**src/rtl/core/swm_pkg.sv**
```systemverilog
// shared constants and types for the sliding window median filter
package swm_pkg;

  localparam int MAX_WINDOW   = 16;
  localparam int SAMPLE_WIDTH = 16;
  localparam int CFG_WIDTH    = 5;
  localparam int AGE_WIDTH    = (MAX_WINDOW > 1) ? $clog2(MAX_WINDOW) : 1;
  localparam int LEN_WIDTH    = $clog2(MAX_WINDOW + 1);
  localparam int IDX_WIDTH    = AGE_WIDTH;

  typedef logic signed [SAMPLE_WIDTH-1:0] sample_t;
  typedef logic [AGE_WIDTH-1:0] age_t;
  typedef logic [LEN_WIDTH-1:0] len_t;
  typedef logic [CFG_WIDTH-1:0] cfg_t;

  typedef struct packed {
    sample_t val;
    age_t    age;
    logic    vld;
  } swm_entry_t;

  typedef struct packed {
    logic    step;
    logic    wipe;
    logic    kill;
    logic    full;
    age_t    old_age;
    sample_t sample;
  } swm_ctrl_t;

endpackage

```
**src/rtl/core/swm_if.sv**
```systemverilog
// stream interfaces for sample words and median words
interface swm_smp_if;
  import swm_pkg::*;
  logic    valid;
  logic    ready;
  sample_t sample;
  logic    start_req;
  modport source (output valid, output sample, output start_req, input ready);
  modport sink (input valid, input sample, input start_req, output ready);
endinterface

interface swm_med_if;
  import swm_pkg::*;
  logic    valid;
  logic    ready;
  sample_t median_value;
  modport source (output valid, output median_value, input ready);
  modport sink (input valid, input median_value, output ready);
endinterface

```
**src/rtl/core/swm_cell.sv**
```systemverilog
// one cell of the sorted window: holds a sample and its age
module swm_cell (
  input  logic                clk,
  input  logic                rst,
  input  swm_pkg::swm_ctrl_t  ctrl,
  input  swm_pkg::swm_entry_t up_st,
  input  swm_pkg::swm_entry_t lo_prime,
  input  logic                lo_above,
  input  logic                rm_in,
  output swm_pkg::swm_entry_t prime,
  output logic                above,
  output logic                rm_out,
  output swm_pkg::swm_entry_t nxt,
  output swm_pkg::swm_entry_t held
);
  import swm_pkg::*;

  swm_entry_t st;
  swm_entry_t cur_e;
  swm_entry_t up_e;
  logic       hit;

  assign held = st;

  always_comb begin
    cur_e = st;
    cur_e.vld = st.vld & ~ctrl.kill;
    up_e = up_st;
    up_e.vld = up_st.vld & ~ctrl.kill;
    hit = cur_e.vld && ctrl.full && (st.age == ctrl.old_age);
    rm_out = rm_in | hit;
    prime = rm_out ? up_e : cur_e;
    above = !prime.vld || (ctrl.sample < prime.val);
    if (above) begin
      if (lo_above) begin
        nxt = lo_prime;
        nxt.age = lo_prime.age + 1'b1;
      end else begin
        nxt.val = ctrl.sample;
        nxt.age = '0;
        nxt.vld = 1'b1;
      end
    end else begin
      nxt = prime;
      nxt.age = prime.age + 1'b1;
    end
  end

  always_ff @(posedge clk) begin
    if (rst || ctrl.wipe) begin
      st.vld <= 1'b0;
    end else if (ctrl.step) begin
      st.vld <= nxt.vld;
    end
    if (ctrl.step) begin
      st.val <= nxt.val;
      st.age <= nxt.age;
    end
  end

endmodule

```
**src/rtl/core/sliding_window_median.sv**
```systemverilog
// sliding window median top level: one sample word in, one lower median word out
// a median word appears in the cycle after the sample word that completes it is taken
// throughput: one sample word per cycle unless the median output is stalled
// a median word held back by the receiver stalls the sample input until it is taken
// reset: synchronous, empties the window and the output register, window length 16
module sliding_window_median (
  input logic              clk,
  input logic              rst,
  swm_smp_if.sink          smp,
  swm_med_if.source        med,
  input logic              cfg_we,
  input swm_pkg::cfg_t     cfg_wdata
);
  import swm_pkg::*;

  len_t       len;
  len_t       fill;
  len_t       fill_eff;
  len_t       fill_next;
  len_t       len_m1;
  logic       step;
  logic       full;
  logic [IDX_WIDTH-1:0] mid;
  swm_ctrl_t  ctrl;
  swm_entry_t prime [MAX_WINDOW];
  swm_entry_t nxt [MAX_WINDOW];
  swm_entry_t cells [MAX_WINDOW];
  logic       above [MAX_WINDOW];
  logic       rm [MAX_WINDOW];

  assign smp.ready = !med.valid || med.ready;
  assign step = smp.valid && smp.ready;

  always_comb begin
    fill_eff = smp.start_req ? '0 : fill;
    full = (fill_eff == len);
    fill_next = full ? fill_eff : fill_eff + 1'b1;
    len_m1 = len - 1'b1;
    mid = IDX_WIDTH'(len_m1 >> 1);
    ctrl.step = step;
    ctrl.wipe = cfg_we;
    ctrl.kill = smp.start_req;
    ctrl.full = full;
    ctrl.old_age = AGE_WIDTH'(len_m1);
    ctrl.sample = smp.sample;
  end

  for (genvar i = 0; i < MAX_WINDOW; i++) begin : g_cell
    swm_entry_t up_st;
    swm_entry_t lo_prime;
    logic       lo_above;
    logic       rm_in;

    if (i == MAX_WINDOW - 1) begin : g_top
      assign up_st = '0;
    end else begin : g_mid
      assign up_st = cells[i+1];
    end

    if (i == 0) begin : g_first
      assign lo_prime = '0;
      assign lo_above = 1'b0;
      assign rm_in = 1'b0;
    end else begin : g_rest
      assign lo_prime = prime[i-1];
      assign lo_above = above[i-1];
      assign rm_in = rm[i-1];
    end

    swm_cell u_cell (
      .clk      (clk),
      .rst      (rst),
      .ctrl     (ctrl),
      .up_st    (up_st),
      .lo_prime (lo_prime),
      .lo_above (lo_above),
      .rm_in    (rm_in),
      .prime    (prime[i]),
      .above    (above[i]),
      .rm_out   (rm[i]),
      .nxt      (nxt[i]),
      .held     (cells[i])
    );
  end

  always_ff @(posedge clk) begin
    if (rst) begin
      len <= LEN_WIDTH'(MAX_WINDOW);
      fill <= '0;
      med.valid <= 1'b0;
    end else begin
      if (cfg_we) begin
        if (cfg_wdata == '0) begin
          len <= LEN_WIDTH'(1);
        end else if (int'(cfg_wdata) > MAX_WINDOW) begin
          len <= LEN_WIDTH'(MAX_WINDOW);
        end else begin
          len <= LEN_WIDTH'(cfg_wdata);
        end
        fill <= '0;
      end else if (step) begin
        fill <= fill_next;
      end
      if (step) begin
        med.valid <= (fill_next == len);
      end else if (med.ready) begin
        med.valid <= 1'b0;
      end
    end
  end

  always_ff @(posedge clk) begin
    if (step) begin
      med.median_value <= nxt[mid].val;
    end
  end

endmodule

```
**src/flat_wrapper.sv**
```systemverilog
// flat-port wrapper written by rule: the top's interface ports become plain ports
module sliding_window_median_flat import swm_pkg::*;
  (clk, rst, cfg_we, cfg_wdata, smp_valid, smp_sample, smp_start_req, smp_ready, med_valid, med_median_value, med_ready);
  swm_smp_if smp_i ();
  swm_med_if med_i ();
  input logic clk;
  input logic rst;
  input logic cfg_we;
  input swm_pkg::cfg_t cfg_wdata;
  input wire logic [$bits(smp_i.valid)-1:0] smp_valid;
  input wire logic [$bits(smp_i.sample)-1:0] smp_sample;
  input wire logic [$bits(smp_i.start_req)-1:0] smp_start_req;
  output wire logic [$bits(smp_i.ready)-1:0] smp_ready;
  output wire logic [$bits(med_i.valid)-1:0] med_valid;
  output wire logic [$bits(med_i.median_value)-1:0] med_median_value;
  input wire logic [$bits(med_i.ready)-1:0] med_ready;
  assign smp_i.valid = smp_valid;
  assign smp_i.sample = smp_sample;
  assign smp_i.start_req = smp_start_req;
  assign smp_ready = smp_i.ready;
  assign med_valid = med_i.valid;
  assign med_median_value = med_i.median_value;
  assign med_i.ready = med_ready;
  sliding_window_median u_core (.clk(clk), .rst(rst), .smp(smp_i), .med(med_i), .cfg_we(cfg_we), .cfg_wdata(cfg_wdata));
endmodule
```
**config.mk**
```make
export PLATFORM = sky130hd
export DESIGN_NAME = sliding_window_median_flat
export DESIGN_NICKNAME = d
export VERILOG_FILES = /design/src/rtl/core/swm_pkg.sv /design/src/rtl/core/swm_if.sv /design/src/rtl/core/swm_cell.sv /design/src/rtl/core/sliding_window_median.sv /design/src/flat_wrapper.sv
export SDC_FILE = /design/constraint.sdc
export NUM_CORES = 1
export LEC_CHECK = 0
export ABC_AREA = 0
export ABC_CLOCK_PERIOD_IN_PS = 20500
export BUFFER_PORTS_ARGS = -buffer_cell sky130_fd_sc_hd__buf_2
export CAP_MARGIN = 10
export CORE_UTILIZATION = 35
export CTS_CLUSTER_DIAMETER = 50
export CTS_CLUSTER_SIZE = 14
export DETAILED_ROUTE_END_ITERATION = 6
export PLACE_DENSITY_LB_ADDON = 0.12
export SYNTH_ARGS = -nofsm -noshare
export SYNTH_HDL_FRONTEND = slang
export SYNTH_SLANG_ARGS = --single-unit
```
**constraint.sdc**
```tcl
create_clock -name clk -period 20.5 [get_ports clk]
set_clock_uncertainty 0.2 [all_clocks]
set_input_delay 5.125 -clock clk [delete_from_list [all_inputs] [get_ports clk]]
set_output_delay 5.125 -clock clk [all_outputs]
set_load 0.05 [all_outputs]
```
==> flow_summary.ini, run 1 <==
[setup_path]
critPathLaunchType = input pin
cp_slowest_cell = mux2i_4
critPathBufInv = 6
cp.required_ns = 20.81
max_stage_delay_ns = 1.04
critPathMaxFanout = 31
cp_top_family = compound AO/OA/AOI/OAI gates
crit_type = in -> reg
end_kind = flop
worstPathArrival_ns = 13.06

[cells_and_area]
multi_input_area_mm2 = 0.0206
ff_latch_area_mm2 = 0.0106
final_nets = 3527
syn2layout_area_growth_pct = 13.2
drive_gt1_frac = 0.147
fillers = 9051
fin_cells = 4553

[sta]
rsz0062_at_grt = no
setup_viol_count_final = 0
finalHoldViolCount = 0
post-route-period-util = 0.622
period_minus_slack_ns = 12.75
max_clock_freq_ghz = 0.0784
finalSetupTns_ns = 0
finalMaxSlewViolations = 0
maxSlewHeadroom = 0.159
tightest_slew_ns = 1.26

[route]
drtPass1Iterations = 6
drc = 0
final_antenna_net_count = 0
vias = 27287
wirelength_um = 123000
drt-wirelength-per-cell_um = 26.9
vias_per_cell = 5.99
drt_iter0_markers = 2496

[floorplanning]
start_util = 0.354
ios = 45
rows = 111
core_area_mm2 = 0.0918
dieWidth_um = 307
die_height_um = 307
die_area_mm2 = 0.0939

[clocking]
cts.sinks = 363
ctsRootBufferMaster = clkbuf_16
cts_tree = yes
htreeDepth = 3
clk_latency_ns = 0.66
cts_resized = 0
path_clk_slew_ns = 0.05
postCtsSetupBuffers = 0
hold_buffers = 0
cts_inserted_buffers = 79
clock_path_buffers = 3

[grt]
grt-ovfl-total = 0
grt_pass1_wl_um = 181000
grt_max_degree = 140
grt_use_total = 0.256
antenna_found_initial = 3
grt_pass1_vias = 27675

[run]
drv_cap = 0

[pwr]
static-leakage-power_uw = 0.0152
power_uw = 3010
powerDensity_mw_per_mm2 = 81.8
peakVddDrop_mv = 0.0625

[yosys]
ys_types = 108
yosysSeqAreaShare = 0.328
syn-cell-area_mm2 = 0.0325
yosysWarnings = 0
async_reset_ff_frac = 0
avgSynthCellArea_um2 = 9.94
synthesis.nets = 3551
synth-edff-count = 336
ys_ff_latch = 363
ys.flop_type = edfxtp_1
syn_inst = 3266

[worst_hold_path]
hp-class = reg -> reg

[placed_design]
placed_cells = 4403
gp_congestion = 0.918
dp_hpwl_um = 88800
port_buffers = 44

[outcome]
status = completed
final cells by class:
type	instances	share of cell area
diodes	3	0.000204
clock inverters	52	0.0175
multi-input cells	2586	0.562
flip-flops and latches	363	0.289
repair buffers	117	0.0214
clock buffers	94	0.0576
well taps	1243	0.0423
inverters	95	0.00991
tightest hold or removal path, delay by kind of cell (launching register included):
| family | cells | cell delay (ns) |
|---|---|---|
| DFF | 1 | 0.32 |
| and+or+nand+nor | 2 | 0.14 |
per-layer routing:
metal / share of wire / vias up / global-route usage
li1: - / 12631 / -
met1: 0.45 / 13574 / 0.342
met2: 0.47 / 863 / 0.420
met3: 0.052 / 219 / 0.0319
met4: 0.036 / 0 / 0.0952
met5: 0 / - / 0
registers in the layout, indices dropped and copies added (netlist names):
signal and cells:
u_core.g_cell.u_cell.held 336, u_core.med.median_value 16, u_core.fill 5, u_core.len 5, u_core.med.valid 1
final timing paths:
kind / from / endpoint / slack [ns] / depth (start not counted)
worst max register to register: u_core.len[0]$_SDFFE_PP0P_ / u_core.med.median_value[11]$_DFFE_PP_ / 10.99 / 25
worst min register to register: u_core.g_cell[0].u_cell.held[0]$_SDFFE_PP0P_ / u_core.g_cell[0].u_cell.held[0]$_SDFFE_PP0P_ / 0.31 / 2
worst max-delay path: smp_start_req / u_core.med.median_value[0]$_DFFE_PP_ / 7.75 / 25
worst min-delay path: u_core.g_cell[0].u_cell.held[0]$_SDFFE_PP0P_ / u_core.g_cell[0].u_cell.held[0]$_SDFFE_PP0P_ / 0.31 / 2
layout by cell type (no fill, tap or decap), types with 36 or more instances in the layout:
master and count:
o21ai_0 210, edfxtp_1 336, mux2i_1 434, xnor2_1 51
nor2_1 159, nand2_1 272, a21o_1 87, ha_1 257
a31oi_1 36, buf_2 44, nand3_1 88, buf_4 71
o211ai_1 69, nand4_1 60, inv_1 89, clkbuf_16 82
a21oi_1 96, mux2_2 137, xor2_1 39
kinds of logic (layout without fill, tap and decap cells):
logic type      Yosys count  in the layout  synth area share
mux                     594            594             0.190
flops                   363            363             0.328
compound gates          835            835             0.181
buf+inv                 317            358            0.0435
fa+ha+maj               258            258            0.0995
other cells               0              3                 0
simple gates            784            784             0.118
xor+xnor                115            115            0.0402
stage by stage:
step	instance area, µm²	hold WS, ns	utilization	worst slack, ns
global placement	34000	0.304	0.370	7.37
CTS	36700	0.313	0.400	7.89
finish	36700	0.307	0.400	7.75
global route	36700	0.351	0.400	7.52
floorplan	32500	0.254	-	3.82
detailed placement	34000	0.309	0.370	7.21
cells in the mapped netlist (16+ instances only):
library cell	instances	share of area
a21oi_1	98	0.015
edfxtp_1	336	0.31
o211ai_1	69	0.016
buf_1	17	0.0020
o32ai_1	18	0.0049
a311oi_1	18	0.0049
nand3_1	89	0.014
xor2_1	40	0.011
xnor3_1	17	0.012
mux2i_1	436	0.13
nor4_1	17	0.0033
a22o_1	16	0.0043
xnor2_1	54	0.015
a21o_1	88	0.020
a221oi_1	33	0.0089
clkbuf_1	115	0.013
o22ai_1	35	0.0067
a211oi_1	16	0.0037
ha_1	258	0.099
or3_1	26	0.0050
buf_2	70	0.011
nand4_1	60	0.012
nand2_1	274	0.032
a31oi_1	37	0.0071
nor2b_1	18	0.0035
o21a_1	16	0.0037
inv_1	89	0.010
o21ai_0	210	0.032
nor2_1	164	0.019
dfxtp_1	27	0.017
nand2b_1	33	0.0064
mux2_2	137	0.048
nor3_1	29	0.0045
o221ai_1	18	0.0049
a31o_2	17	0.0046
where the power goes:
group / total, µW / internal, µW / leakage [µW] / switching [µW]
sequential: 958 / 901 / 0.00351 / 57.3
combinational: 676 / 246 / 0.0104 / 430
clock: 1370 / 909 / 0.00134 / 464
total: 3010 / 2060 / 0.0152 / 951
Note: power is estimated with default switching activity, not from simulation.
==> run 2: changes to the inputs <==
--- a/config.mk
+++ b/config.mk
@@ -6,7 +6,7 @@
 export NUM_CORES = 1
 export LEC_CHECK = 0
 export ABC_AREA = 0
-export ABC_CLOCK_PERIOD_IN_PS = 20500
+export ABC_CLOCK_PERIOD_IN_PS = 12600
 export BUFFER_PORTS_ARGS = -buffer_cell sky130_fd_sc_hd__buf_2
 export CAP_MARGIN = 10
 export CORE_UTILIZATION = 35
==> constraint.sdc (replaced) <==
create_clock -name clk -period 12.6 [get_ports clk]
set_clock_uncertainty 0.2 [all_clocks]
set_input_delay 3.15 -clock clk [delete_from_list [all_inputs] [get_ports clk]]
set_output_delay 3.15 -clock clk [all_outputs]
set_load 0.05 [all_outputs]
==> flow_summary.ini, run 2 (same netlist as run 1, synthesis figures left out) <==
[outcome]
status = completed

[grt]
grt_pass1_vias = 27946
grt_use_total = 0.257
gr-usage-met1 = 0.346
grt-ovfl-total = 0
grt_pass1_wl_um = 182000
use_met2 = 0.417
grt_max_degree = 101
use_met3 = 0.0307
busiest_layer = met2
antenna_found_initial = 3

[clocking]
cts_inserted_buffers = 79
hold_buffers = 0
postCtsSetupBuffers = 0
path_clk_slew_ns = 0.05
clock_path_buffers = 3
ctsRootBufferMaster = clkbuf_16
clk_latency_ns = 0.63
cts_tree = yes
cts_resized = 0
cts.sinks = 363
htreeDepth = 3

[setup_path]
cp.required_ns = 12.75
startpoint = smp_start_req
worstPathArrival_ns = 11.11
critPathLaunchType = input pin
end_kind = flop
critPathMaxFanout = 42
r2r_start = u_core.len[0]$_SDFFE_PP0P_
crit_type = in -> reg

[placed_design]
port_buffers = 44
gp_congestion = 0.936
dp_hpwl_um = 90700

[floorplanning]
rows = 111
dieWidth_um = 307
die_height_um = 307
ios = 45
core_area_mm2 = 0.0918
die_area_mm2 = 0.0939
start_util = 0.354

[pwr]
static-leakage-power_uw = 0.0152
peakVddDrop_mv = 0.0874
power_uw = 4850
powerDensity_mw_per_mm2 = 132

[cells_and_area]
syn2layout_area_growth_pct = 13.0
final_cell_mix = mux2i_1, edfxtp_1, nand2_1
final_nets = 3529
drive_gt1_frac = 0.146
final_common_cell = mux2i_1
largest_reg_flops = 336
num_antenna_cells = 0

[sta]
period_minus_slack_ns = 10.97
post-route-period-util = 0.870
finalSetupTns_ns = 0
maxSlewHeadroom = 0.0921
finalMaxSlewViolations = 0
rsz0062_at_grt = no
setup_viol_count_final = 0
tightest_slew_ns = 1.36
max_clock_freq_ghz = 0.0912
finalHoldViolCount = 0

[worst_hold_path]
hp-class = reg -> reg
min_from = u_core.g_cell[8].u_cell.held[0]$_SDFFE_PP0P_

[route]
wirelength_um = 123000
drt-wirelength-per-cell_um = 27.1
vias = 27663
drtPass1Iterations = 6
drc = 0
final_antenna_net_count = 0
drt_iter0_markers = 2519
vias_per_cell = 6.08

[run]
drv_cap = 0
[run 2: cell type report]
class,instances,area (µm²)
fill,8954,55100
multi-input combinational,2586,20600
inverter,95,364
sequential,363,10600
clock inverter,57,654
tap,1243,1560
clock buffer,85,2040
timing repair buffer,119,796
[run 2: where the power goes]
group,leakage [µW],switching [µW],internal [µW]
sequential,0.00351,92.5,1470
combinational,0.0104,702,400
clock,0.00131,753,1430
[run 2: path summary, 6_finish.rpt]
check | to | cells past startpoint | slack [ns]
min reg2reg | u_core.g_cell[8].u_cell.held[0]$_SDFFE_PP0P_ | 2 | 0.33
min | u_core.g_cell[8].u_cell.held[0]$_SDFFE_PP0P_ | 2 | 0.33
max reg2reg | u_core.med.median_value[3]$_DFFE_PP_ | 24 | 2.81
max | u_core.med.median_value[3]$_DFFE_PP_ | 23 | 1.63
[run 2: critical path, stage by stage]
cell and delay (ns):
buf_2 0.43, inv_1 0.09, buf_4 0.27, a32o_1 0.28
o21ai_2 0.66, nor2_1 0.08, buf_4 0.23, a21oi_4 0.54
mux2i_1 0.42, ha_1 0.31, and3_1 0.18, a221o_1 0.38
a221oi_1 0.48, o21a_1 0.24, nand3_1 0.11, mux2_2 0.30
a211oi_1 0.98, nor2_4 0.34, buf_4 0.40, o211ai_1 0.18
o211ai_1 0.12, a221oi_1 0.71, o22ai_1 0.16
[run 2: per-stage QoR]
step / std cells / instance area, µm² / util / hold WS [ns] / worst slack [ns]
3_3_place_gp: 4403 / 33900 / 0.370 / 0.312 / 0.997
3_5_place_dp: 4404 / 34000 / 0.370 / 0.317 / 1.11
4_1_cts: 4546 / 36700 / 0.399 / 0.326 / 1.75
2_1_floorplan: 3266 / 32500 / - / 0.254 / 3.28
5_1_grt: 4548 / 36700 / 0.399 / 0.360 / 1.20
6_report: 4548 / 36700 / 0.399 / 0.326 / 1.63
[run 2: metal layers]
metal | vias to the layer above | share of wire
met5 | - | 0
met4 | 0 | 0.039
met3 | 233 | 0.054
met2 | 944 | 0.46
met1 | 13831 | 0.45
li1 | 12655 | -
